## config.mk

```make
export PLATFORM = sky130hd
export DESIGN_NAME = tcp_connection_tracker
export DESIGN_NICKNAME = d
export VERILOG_FILES = /design/src/tct_pkg.sv /design/src/tct_front.sv /design/src/tct_back.sv /design/src/tcp_connection_tracker.sv
export SDC_FILE = /design/constraint.sdc
export NUM_CORES = 1
export LEC_CHECK = 0
export BUFFER_PORTS_ARGS = -buffer_cell sky130_fd_sc_hd__clkbuf_2
export CAP_MARGIN = 20
export CORE_MARGIN = 8
export CORE_UTILIZATION = 35
export DETAILED_ROUTE_END_ITERATION = 6
export GPL_ROUTABILITY_DRIVEN = 0
export GPL_TIMING_DRIVEN = 0
export PLACE_DENSITY = 0.63
export SLEW_MARGIN = 20
export SYNTH_ARGS = -nofsm -noshare
export SYNTH_HDL_FRONTEND = slang
export SYNTH_SLANG_ARGS = --single-unit
export TNS_END_PERCENT = 30
```

## constraint.sdc

```tcl
create_clock -name clk -period 17.6 [get_ports clk]
set_input_delay 0.88 -clock clk [delete_from_list [all_inputs] [get_ports clk]]
set_output_delay 0.88 -clock clk [all_outputs]
set_load 0.02 [all_outputs]
```

## src/tct_pkg.sv

```systemverilog
// shared types and constants for the tcp connection tracker
// no dependencies; imported by tct_front, tct_back and tcp_connection_tracker
package tct_pkg;

	localparam int unsigned QUEUE_DEPTH = 2;
	localparam int unsigned PTR_W       = $clog2(QUEUE_DEPTH);
	localparam int unsigned CNT_W       = $clog2(QUEUE_DEPTH + 1);

	localparam logic [7:0] FLAG_FIN       = 8'h01;
	localparam logic [7:0] FLAG_SYN       = 8'h02;
	localparam logic [7:0] FLAG_RST       = 8'h04;
	localparam logic [7:0] FLAG_ACK       = 8'h10;
	localparam logic [7:0] FLAG_KIND_MASK = 8'h3F;
	localparam logic [7:0] FLAG_CLOSE     = FLAG_FIN | FLAG_RST;

	localparam logic [3:0] SCALE_ABSENT = 4'd15;

	typedef enum logic [1:0] {
		ST_SYN = 2'd0,
		ST_EST = 2'd1,
		ST_FIN = 2'd2
	} conn_state_t;

	// segment class worked out at the front
	typedef enum logic [2:0] {
		SEG_NONTCP = 3'd0,
		SEG_SYN    = 3'd1,
		SEG_SYNACK = 3'd2,
		SEG_CLOSE  = 3'd3,
		SEG_OTHER  = 3'd4
	} seg_kind_t;

	typedef struct packed {
		seg_kind_t   kind;
		logic        rev;
		logic [31:0] seq;
		logic [31:0] ack;
		logic [31:0] ack_m1;
		logic [15:0] win;
		logic [3:0]  scale;
		logic [15:0] len;
		logic        has_data;
	} item_t;

	// queue handshake towards the back
	typedef struct packed {
		logic valid;
	} q_status_t;

endpackage

```

## src/tct_front.sv

```systemverilog
// front: accepts packet words, classifies the segment and queues it
// depends on tct_pkg
module tct_front import tct_pkg::*; (
	input  logic        clk,
	input  logic        arst_n,
	input  logic        pkt_valid,
	output logic        pkt_ready,
	input  logic        is_reverse,
	input  logic        is_tcp,
	input  logic [7:0]  tcp_flags,
	input  logic [31:0] seq_number,
	input  logic [31:0] ack_number,
	input  logic [15:0] window_field,
	input  logic [3:0]  scale_option,
	input  logic [15:0] payload_length,
	output q_status_t   q_status,
	input  logic        q_pop,
	output item_t       q_item
);

	item_t            queue_q [QUEUE_DEPTH];
	logic [PTR_W-1:0] wr_ptr_q;
	logic [PTR_W-1:0] rd_ptr_q;
	logic [CNT_W-1:0] count_q;
	item_t            cls;
	logic [7:0]       kind_bits;
	logic             push;
	logic             pop;

	always_comb begin
		kind_bits = tcp_flags & FLAG_KIND_MASK;
		cls.rev      = is_reverse;
		cls.seq      = seq_number;
		cls.ack      = ack_number;
		cls.ack_m1   = ack_number - 32'd1;
		cls.win      = window_field;
		cls.scale    = scale_option;
		cls.len      = payload_length;
		cls.has_data = payload_length != 16'd0;
		if (!is_tcp) begin
			cls.kind = SEG_NONTCP;
		end else if (kind_bits == FLAG_SYN) begin
			cls.kind = SEG_SYN;
		end else if (kind_bits == (FLAG_SYN | FLAG_ACK)) begin
			cls.kind = SEG_SYNACK;
		end else if ((tcp_flags & FLAG_CLOSE) != 8'd0) begin
			cls.kind = SEG_CLOSE;
		end else begin
			cls.kind = SEG_OTHER;
		end
	end

	assign pkt_ready      = count_q != CNT_W'(QUEUE_DEPTH);
	assign push           = pkt_valid && pkt_ready;
	assign q_status.valid = count_q != '0;
	assign pop            = q_pop && q_status.valid;
	assign q_item         = queue_q[rd_ptr_q];

	always_ff @(posedge clk) begin
		if (push) begin
			queue_q[wr_ptr_q] <= cls;
		end
	end

	always_ff @(posedge clk or negedge arst_n) begin
		if (!arst_n) begin
			wr_ptr_q <= '0;
			rd_ptr_q <= '0;
			count_q  <= '0;
		end else begin
			if (push) begin
				wr_ptr_q <= (wr_ptr_q == PTR_W'(QUEUE_DEPTH - 1)) ? '0 : wr_ptr_q + 1'b1;
			end
			if (pop) begin
				rd_ptr_q <= (rd_ptr_q == PTR_W'(QUEUE_DEPTH - 1)) ? '0 : rd_ptr_q + 1'b1;
			end
			case ({push, pop})
				2'b10:   count_q <= count_q + 1'b1;
				2'b01:   count_q <= count_q - 1'b1;
				default: count_q <= count_q;
			endcase
		end
	end

	a_no_overflow: assert property (@(posedge clk) disable iff (!arst_n)
		count_q == CNT_W'(QUEUE_DEPTH) |=> count_q != '0)
		else $error("queue count wrapped");

	a_push_fills: assert property (@(posedge clk) disable iff (!arst_n)
		push && !pop |=> q_status.valid)
		else $error("queued word not visible to back");

	a_drain: assert property (@(posedge clk) disable iff (!arst_n)
		count_q == CNT_W'(1) && pop && !push |=> !q_status.valid)
		else $error("queue not empty after last word drained");

endmodule

```

## src/tct_back.sv

```systemverilog
// back: applies one queued segment per cycle unless its result is stalled; holds the result word
// depends on tct_pkg
module tct_back import tct_pkg::*; (
	input  logic        clk,
	input  logic        arst_n,
	input  q_status_t   q_status,
	output logic        q_pop,
	input  item_t       q_item,
	output logic        res_valid,
	input  logic        res_ready,
	output logic [1:0]  conn_state,
	output logic [31:0] initial_seq,
	output logic [31:0] initial_ack,
	output logic [31:0] last_seq,
	output logic [31:0] last_ack,
	output logic [31:0] orig_position,
	output logic [31:0] reply_position
);

	conn_state_t state_q, state_d;
	logic [31:0] orig_pkts_q, orig_pkts_d;
	logic [31:0] orig_data_q, orig_data_d;
	logic [31:0] reply_pkts_q, reply_pkts_d;
	logic [31:0] reply_data_q, reply_data_d;
	logic [31:0] seq_origin_q, seq_origin_d;
	logic [31:0] ack_origin_q, ack_origin_d;
	logic [31:0] seq_recent_q, seq_recent_d;
	logic [31:0] ack_recent_q, ack_recent_d;
	logic [31:0] pos_fwd_q, pos_fwd_d;
	logic [31:0] pos_bwd_q, pos_bwd_d;
	logic [15:0] win_fwd_q, win_fwd_d;
	logic [15:0] win_bwd_q, win_bwd_d;
	logic [3:0]  scale_fwd_q, scale_fwd_d;
	logic [3:0]  scale_bwd_q, scale_bwd_d;
	logic        res_valid_q;
	logic        clr;

	assign q_pop = q_status.valid && (!res_valid_q || res_ready);

	always_comb begin
		clr = ((q_item.kind == SEG_SYN) && (state_q != ST_SYN))
			|| ((q_item.kind == SEG_SYNACK) && (state_q != ST_SYN)
				&& (seq_origin_q != q_item.ack_m1));

		// counters bump first, a clearing segment then wipes them
		orig_pkts_d  = orig_pkts_q  + {31'd0, !q_item.rev};
		orig_data_d  = orig_data_q  + {31'd0, !q_item.rev && q_item.has_data};
		reply_pkts_d = reply_pkts_q + {31'd0, q_item.rev};
		reply_data_d = reply_data_q + {31'd0, q_item.rev && q_item.has_data};
		state_d      = state_q;
		seq_origin_d = seq_origin_q;
		ack_origin_d = ack_origin_q;
		seq_recent_d = seq_recent_q;
		ack_recent_d = ack_recent_q;
		pos_fwd_d    = pos_fwd_q;
		pos_bwd_d    = pos_bwd_q;
		win_fwd_d    = win_fwd_q;
		win_bwd_d    = win_bwd_q;
		scale_fwd_d  = scale_fwd_q;
		scale_bwd_d  = scale_bwd_q;

		if (clr) begin
			orig_pkts_d  = '0;
			orig_data_d  = '0;
			reply_pkts_d = '0;
			reply_data_d = '0;
			state_d      = ST_SYN;
			seq_origin_d = '0;
			ack_origin_d = '0;
			seq_recent_d = '0;
			ack_recent_d = '0;
			pos_fwd_d    = '0;
			pos_bwd_d    = '0;
			win_fwd_d    = '0;
			win_bwd_d    = '0;
			scale_fwd_d  = SCALE_ABSENT;
			scale_bwd_d  = SCALE_ABSENT;
		end

		case (q_item.kind)
			SEG_SYN: begin
				seq_origin_d = q_item.seq;
			end
			SEG_SYNACK: begin
				if (seq_origin_d == 32'd0) begin
					seq_origin_d = q_item.ack_m1;
				end
				ack_origin_d = q_item.seq;
			end
			SEG_CLOSE: begin
				state_d = ST_FIN;
			end
			SEG_OTHER: begin
				if (state_q == ST_SYN) begin
					state_d = ST_EST;
					if (!q_item.rev && (ack_origin_q == 32'd0)) begin
						ack_origin_d = q_item.ack_m1;
					end
				end
			end
			default: begin
			end
		endcase

		if (q_item.kind == SEG_NONTCP) begin
			// payload only: record the old position of its side as recent, then advance it
			if (q_item.rev) begin
				ack_recent_d = pos_bwd_q;
				pos_bwd_d    = pos_bwd_q + {16'd0, q_item.len};
			end else begin
				seq_recent_d = pos_fwd_q;
				pos_fwd_d    = pos_fwd_q + {16'd0, q_item.len};
			end
		end else if (q_item.rev) begin
			seq_recent_d = q_item.ack;
			pos_fwd_d    = q_item.ack;
			ack_recent_d = q_item.seq;
			pos_bwd_d    = q_item.seq + {16'd0, q_item.len};
			win_bwd_d    = q_item.win;
			if (q_item.scale != SCALE_ABSENT) begin
				scale_bwd_d = q_item.scale;
			end
		end else begin
			seq_recent_d = q_item.seq;
			pos_fwd_d    = q_item.seq + {16'd0, q_item.len};
			ack_recent_d = q_item.ack;
			pos_bwd_d    = q_item.ack;
			win_fwd_d    = q_item.win;
			if (q_item.scale != SCALE_ABSENT) begin
				scale_fwd_d = q_item.scale;
			end
		end
	end

	always_ff @(posedge clk or negedge arst_n) begin
		if (!arst_n) begin
			state_q      <= ST_SYN;
			orig_pkts_q  <= '0;
			orig_data_q  <= '0;
			reply_pkts_q <= '0;
			reply_data_q <= '0;
			seq_origin_q <= '0;
			ack_origin_q <= '0;
			seq_recent_q <= '0;
			ack_recent_q <= '0;
			pos_fwd_q    <= '0;
			pos_bwd_q    <= '0;
			win_fwd_q    <= '0;
			win_bwd_q    <= '0;
			scale_fwd_q  <= SCALE_ABSENT;
			scale_bwd_q  <= SCALE_ABSENT;
			res_valid_q  <= 1'b0;
		end else begin
			if (q_pop) begin
				state_q      <= state_d;
				orig_pkts_q  <= orig_pkts_d;
				orig_data_q  <= orig_data_d;
				reply_pkts_q <= reply_pkts_d;
				reply_data_q <= reply_data_d;
				seq_origin_q <= seq_origin_d;
				ack_origin_q <= ack_origin_d;
				seq_recent_q <= seq_recent_d;
				ack_recent_q <= ack_recent_d;
				pos_fwd_q    <= pos_fwd_d;
				pos_bwd_q    <= pos_bwd_d;
				win_fwd_q    <= win_fwd_d;
				win_bwd_q    <= win_bwd_d;
				scale_fwd_q  <= scale_fwd_d;
				scale_bwd_q  <= scale_bwd_d;
				res_valid_q  <= 1'b1;
			end else if (res_ready) begin
				res_valid_q <= 1'b0;
			end
		end
	end

	// the result word is the track itself, held until the next segment is applied
	assign res_valid      = res_valid_q;
	assign conn_state     = state_q;
	assign initial_seq    = seq_origin_q;
	assign initial_ack    = ack_origin_q;
	assign last_seq       = seq_recent_q;
	assign last_ack       = ack_recent_q;
	assign orig_position  = pos_fwd_q;
	assign reply_position = pos_bwd_q;

	a_pop_shows: assert property (@(posedge clk) disable iff (!arst_n)
		q_pop |=> res_valid)
		else $error("applied segment produced no result word");

	a_clear_wipes: assert property (@(posedge clk) disable iff (!arst_n)
		q_pop && q_item.kind == SEG_SYN && state_q != ST_SYN
		|=> state_q == ST_SYN && orig_pkts_q == 32'd0 && reply_pkts_q == 32'd0)
		else $error("stray syn did not clear the track");

	a_close_fin: assert property (@(posedge clk) disable iff (!arst_n)
		q_pop && q_item.kind == SEG_CLOSE |=> state_q == ST_FIN)
		else $error("fin or rst did not move to fin state");

	a_nontcp_fwd: assert property (@(posedge clk) disable iff (!arst_n)
		q_pop && q_item.kind == SEG_NONTCP && !q_item.rev
		|=> seq_recent_q == $past(pos_fwd_q) && ack_origin_q == $past(ack_origin_q))
		else $error("payload-only segment disturbed the track");

endmodule

```

## src/tcp_connection_tracker.sv

```systemverilog
// top level of the single-flow tcp connection tracker
// depends on tct_pkg, tct_front, tct_back
//
//  channel  handshake             fields
//  packet   pkt_valid/pkt_ready   is_reverse is_tcp tcp_flags seq_number ack_number
//                                 window_field scale_option payload_length
//  result   res_valid/res_ready   conn_state initial_seq initial_ack last_seq last_ack
//                                 orig_position reply_position
//
// one packet word per cycle sustained while the result side keeps taking results; a result
// is registered after acceptance (queue write at the accepting edge, then the track update
// into the result register); the rate is set by the track update in the back
// a two-word queue between front and back lets either side stall on its own
// arst_n clears the track to syn state with empty counters and no window scale
module tcp_connection_tracker import tct_pkg::*; (
	input  logic        clk,
	input  logic        arst_n,
	input  logic        pkt_valid,
	output logic        pkt_ready,
	input  logic        is_reverse,
	input  logic        is_tcp,
	input  logic [7:0]  tcp_flags,
	input  logic [31:0] seq_number,
	input  logic [31:0] ack_number,
	input  logic [15:0] window_field,
	input  logic [3:0]  scale_option,
	input  logic [15:0] payload_length,
	output logic        res_valid,
	input  logic        res_ready,
	output logic [1:0]  conn_state,
	output logic [31:0] initial_seq,
	output logic [31:0] initial_ack,
	output logic [31:0] last_seq,
	output logic [31:0] last_ack,
	output logic [31:0] orig_position,
	output logic [31:0] reply_position
);

	q_status_t q_status;
	logic      q_pop;
	item_t     q_item;

	tct_front u_front (
		.clk            (clk),
		.arst_n         (arst_n),
		.pkt_valid      (pkt_valid),
		.pkt_ready      (pkt_ready),
		.is_reverse     (is_reverse),
		.is_tcp         (is_tcp),
		.tcp_flags      (tcp_flags),
		.seq_number     (seq_number),
		.ack_number     (ack_number),
		.window_field   (window_field),
		.scale_option   (scale_option),
		.payload_length (payload_length),
		.q_status       (q_status),
		.q_pop          (q_pop),
		.q_item         (q_item)
	);

	tct_back u_back (
		.clk            (clk),
		.arst_n         (arst_n),
		.q_status       (q_status),
		.q_pop          (q_pop),
		.q_item         (q_item),
		.res_valid      (res_valid),
		.res_ready      (res_ready),
		.conn_state     (conn_state),
		.initial_seq    (initial_seq),
		.initial_ack    (initial_ack),
		.last_seq       (last_seq),
		.last_ack       (last_ack),
		.orig_position  (orig_position),
		.reply_position (reply_position)
	);

endmodule

```

# [Word-level counts from Yosys, hierarchy flattened]
# Memories as Yosys holds them, arrays and structs flattened.
# Cells that the tools add are included.
[op_classes] add_sub_neg=8 eq_ne=12 n_mux=34 reduce_logical=23
[ops] operator="two-way mux 32 bit" count=18
[ops] operator="one-hot mux 32 bit (2 select lines)" count=2
[ops] operator="adder 32 x 16 -> 32 bit" count=3
[ops] operator="zero test 32 bit" count=2
[ops] operator="!= test 32 bit" count=1
[ops] operator="subtractor 32 x 1 -> 32 bit (second input constant)" count=1
[ops] operator="nonzero test 16 bit" count=1
[ops] operator="two-way mux 3 bit" count=4
[ops] operator="one-hot mux 2 bit (2 select lines)" count=2
[ops] operator="nonzero test 2 bit" count=4
[ops] operator="nonzero test 8 bit" count=1
[ops] operator="logical AND 1 bit" count=7
[ops] operator="equality test 3 x 2 -> 1 bit (second input constant)" count=2
[ops] operator="equality test 6 x 2 -> 1 bit (second input constant)" count=1
[ops] operator="equality test 6 x 5 -> 1 bit (second input constant)" count=1
[ops] operator="two-way mux 1 bit" count=6
[ops] operator="two-way mux 2 bit" count=2
[ops] operator="AND reduction 2 bit" count=2
[ops] operator="equality test 3 x 1 -> 1 bit (second input constant)" count=1
[ops] operator="equality test 3 bit (second input constant)" count=1
[ops] operator="zero test 3 bit" count=1
[ops] operator="!= test 3 x 1 -> 1 bit (second input constant)" count=1
[ops] operator="!= test 3 bit (second input constant)" count=1
[ops] operator="adder 1 bit (second input constant)" count=2
[ops] operator="other kinds (8)" count=10
[word_totals] reg_bits=199 ram_bits=274 in_bits=114 mem_count=1
[memory_table] memory="u_front.queue_q" words=2 width=137 rd=1 rd_ports_with_merged_regs=0 wr=1 line="tct_front.sv:21" source="item_t queue_q [QUEUE_DEPTH];"

# [Longest topological paths before layout]
# An unclocked memory read counts as a cell.
[depth] ltp_word=9 ltp_mapped=20 mapped_depth_nobuf=13

# [Cells and area by module]
# From an unflattened synthesis, not the netlist that was laid out.
[unflattened] cells_unflattened=2273 hier_area_um2=24497.2
[modules_own_cells] module="tct_back" instances=1 cells_each=1729 area_each_um2=13779.5
[modules_own_cells] module="tct_front" instances=1 cells_each=544 area_each_um2=10717.8

# [Worst setup path after synthesis]
# Ideal clock, no wire load.
[synth_path] path_type="input to register" start="input port pkt_valid" end="memory u_front.queue_q[0][100] (netlist name) (enable)" setup_ns=0.592 t_arrival_ns=5.804 t_required_ns=17.008 setup_slack_ns=11.204 stages=2 n_path_buf=0 path_cell_list="nand2_1 -> nor2_1"
[synth_via] elab_chain_len=3
[synth_lines] item="from (decl)" line="tcp_connection_tracker.sv:18" source="input logic pkt_valid,"
[synth_lines] item="logical AND 1 bit" line="tct_front.sv:54" source="assign push = pkt_valid && pkt_ready;"
[synth_lines] item="two-way mux 1 bit" line="tct_front.sv:60" source="if (push) begin"
[synth_lines] item="two-way mux 1 bit (not written as such)" line="tct_front.sv:61" source="queue_q[wr_ptr_q] <= cls;"
[synth_lines] item="to (decl)" line="tct_front.sv:21"
# No other way between the ends.

# [Worst setup path in the final report]
[layout_path] start="register u_front.rd_ptr_q" end="register u_back.pos_fwd_q[25] (netlist: u_back.orig_position[25])"
[layout_via] elab_chain_len=7
[layout_lines] item="from (decl)" line="tct_front.sv:23" source="logic [PTR_W-1:0] rd_ptr_q;"
[layout_lines] item="from (signal assigned)" line="tct_front.sv:75" source="rd_ptr_q <= (rd_ptr_q == PTR_W'(QUEUE_DEPTH - 1)) ? '0 : rd_ptr_q + 1'b1;"
[layout_lines] item="memory read (2 x 137 bit) *"
[layout_lines] item="branches (longest 6 deep; another with adder 32 x 16 -> 32 bit)"
[layout_lines] item="to (signal assigned)" line="tct_back.sv:164" source="pos_fwd_q <= pos_fwd_d;"
[layout_lines] item="to (decl)" line="tct_back.sv:29" source="logic [31:0] pos_fwd_q, pos_fwd_d;"
# Mark *: on every way between the ends.
# A chain may end at the register's enable or synchronous reset.

==> metrics.cfg <==
[outcome]
status=complete, but fails checks
violations=design-rule violations

[route]
wirelength_um=94120
drc=19
final_antenna_net_count=0
wl_per_cell_um=27.66
drtIter0Drc=3711
viasPerCell=6.177
num_vias=21020
dr.pass1.iters=7

[logic_synthesis]
ys_top_cells_by_area=edfxtp_1, dfrtp_1, a21oi_1
synthFlopType=edfxtp_1
avgSynthCellArea_um2=10.52
async_flop_share_pct=46.17
syn_inst=2156
ys_warn_count=0
synth-seq-cells=431
synth_top_area_share_pct=30.71
ys_types=77
syn_nets=2323
syn-cell-area_um2=22680
synth_edf_count=232
yosys.area.top_type=edfxtp_1
ys_seq_area_share_pct=52.66

[timing]
finalHoldViolations=0
fin_skew_ns=0.03667
period_share_pct=39.09
rsz0062_at_grt=no
hold-worst-slack_ns=0.1914
slew_headroom_pct=6.617
fmax_ghz=0.1453
worstMarginPinSlew_ns=1.362
setup_slack_ns=10.72
fin_crit_ns=6.880
setup_tns_ns=0
drv_slew=0
setup_violations=0

[grt]
grt_pass1_wl_um=135100
antenna_found_initial=7
grt_overflow=0
grt_pass1_vias=20090
grt_usage_pct=24.41
grt_max_degree=85

[clocking]
root_buffer=clkbuf_16
cts_buffers=47
hold_buffers=0
clkSinkCount=431
cts_setup_buffers=0
cts_resized=0
clkTransAtPathRegs_ns=0.07
cts_max_path_buffers=3
cts_tree=done
htreeDepth=2
clock_latency_ns=0.63

[cells_and_area]
fin_nets=2669
num-fill-cells=6176
syn2layout_area_growth_pct=19.61
drive_above_1_share_pct=19.72
fin_cells=3403

[pwr]
p_sw_share_pct=49.37
seqPwrFrac_pct=27.2
comb_power_share_pct=55.5
pwr-share-clk_pct=17.3
p_int_mw=3.124
pwr_density_cell_nw_per_um2=227.4
ir_drop_mv=0.1015
p_switching_mw=3.046
p_leak_nw=10.68

[setup_path]
crit_fanout=10
cp-start-kind=flop
crit_path_frequent_cell=buf_2
critPathKind=reg2reg
cp_cell_sequence=buf_6 -> buf_2 -> buf_2 -> buf_2 -> buf_2 -> buf_2 -> buf_2 -> buf_2 -> mux2i_1 -> inv_1 -> ha_1 -> a211o_1 -> a2111oi_0 -> o31a_1 -> o21ai_1 -> and2_0 -> and4_1 -> mux2i_1 -> o221ai_1
critPathCaptureType=flop
required_ns=18.03
critPathMaxStageDelay_ns=0.75
worstPathArrival_ns=7.31
slowest_stage=a2111oi_0

[die]
fp.dieH_um=270.6
initial_core_util_pct=35.32
ios=310
num_rows=93
die-area_um2=73210
die_x_um=270.6
core_area_um2=64230

[placed_design]
place_ws_ns=10.91
placed_cells=3307
hpwl_um=72600
io_buffers=287

[job]
drv_cap=0

[hold_path]
hp-class=in2async

==> routing by layer <==
layer | global-route usage, % | up-vias | wire (um)
li1 | - | 8820 | -
met5 | 0 | - | 0
met4 | 9.918 | 0 | 4531
met2 | 38.25 | 1736 | 41980
met3 | 7.613 | 359 | 12740
met1 | 31.15 | 10110 | 34880
==> through the flow <==
stage                     area (um^2)  util, %  total power [mW]
after floorplan                 22680        -             3.723
after global placement          25190    39.22             4.893
after detailed placement        25430    39.59             4.958
after CTS                       27100    42.20             6.039
final                           27130    42.24             6.170
after global routing            27120    42.22             6.415
==> cell type report <==
cell class / instances / area, um^2 / area share, %
Sequential cell: 431 / 11950 / 44.03
Multi-Input combinational cell: 1571 / 10110 / 37.26
Timing Repair Buffer: 297 / 1670 / 6.156
Clock buffer: 57 / 1266 / 4.667
Tap cell: 855 / 1070 / 3.943
Buffer: 121 / 521.8 / 1.923
Clock inverter: 31 / 407.9 / 1.503
Inverter: 33 / 123.9 / 0.4565
Antenna cell: 7 / 17.52 / 0.06456
==> critical path: cells and delay by family, from the launching register on <==
kind	cells	cell delay, ns
flip-flops	1	0.35
multiplexers	2	0.54
AO/OA/AOI/OAI	5	1.90
adder cells (fa/ha/maj)	1	0.33
AND/OR/NAND/NOR	2	0.67
buffers and inverters	9	2.88
==> registers in the layout (all words and copies together) (netlist names) <==
register,flops
u_front.count_q,2
u_front.wr_ptr_q,1
u_front.rd_ptr_q,1
u_front.queue_q,232
u_back.initial_ack,32
u_back.last_ack,32
u_back.conn_state,2
u_back.initial_seq,32
u_back.res_valid,1
u_back.orig_position,32
u_back.reply_position,32
u_back.last_seq,32
==> synthesized netlist by cell type, drive strengths merged, types with 44 or more instances <==
| library cell | n |
|---|---|
| nor2 | 252 |
| a21oi | 232 |
| edfxtp | 232 |
| dfrtp | 199 |
| nand2 | 172 |
| o21ai | 87 |
| clkbuf | 83 |
| mux2 | 74 |
| xor2 | 71 |
| o22ai | 66 |
| mux2i | 52 |
| ha | 50 |
| nor3 | 49 |
| xnor2 | 44 |
==> power by group through the flow <==
stage / combinational (mW) / sequential, mW / clock, mW
after floorplan: 1.88 / 1.85 / 0
after global placement: 3.19 / 1.70 / 0
after detailed placement: 3.28 / 1.68 / 0
after CTS: 3.30 / 1.66 / 1.08
after global routing: 3.60 / 1.70 / 1.12
final: 3.43 / 1.68 / 1.07
==> path summary, 6_finish.rpt <==
check	from	depth (start not counted)	end	slack (ns)
max	u_front.rd_ptr_q$_DFFE_PN0P_	19	u_back.orig_position[25]$_DFFE_PN0P_	10.72
min	arst_n	1	u_back.orig_position[10]$_DFFE_PN0P_	0.19
max reg2reg	u_front.rd_ptr_q$_DFFE_PN0P_	19	u_back.orig_position[25]$_DFFE_PN0P_	10.72
min reg2reg	u_back.last_ack[20]$_DFFE_PN0P_	2	u_back.last_ack[20]$_DFFE_PN0P_	0.48
max in group asynchronous	arst_n	2	u_back.initial_ack[10]$_DFFE_PN0P_	16.61
min in group clk	seq_number[29]	1	u_front.queue_q[0][130]$_DFFE_PP_	0.43
==> placed cells by master (no fill, tap or decap), types with 32 or more instances in the layout <==
master	instances
dfrtp_1	199
nand2_1	172
ha_1	50
clkbuf_2	286
edfxtp_1	232
a31oi_1	34
xor2_1	71
nor4_1	36
clkbuf_16	49
mux2i_1	51
mux2_2	67
nor2_1	251
o22ai_1	66
xnor2_1	44
a21oi_1	232
clkbuf_1	90
o21ai_0	83
nor3_1	48
nand3_1	32
inv_1	33
==> cell families (layout without fill, tap and decap cells) <==
group	count (synthesis)	count (layout)	synth area share, %
other cells	0	7	0
fa+ha+maj	53	53	3.023
mux	126	126	6.067
flops	431	431	52.66
simple gates	638	638	12.74
compound gates	639	639	18.22
xor+xnor	115	115	4.440
buf+inv	154	539	2.846
Note: power is estimated with default switching activity, not from simulation.
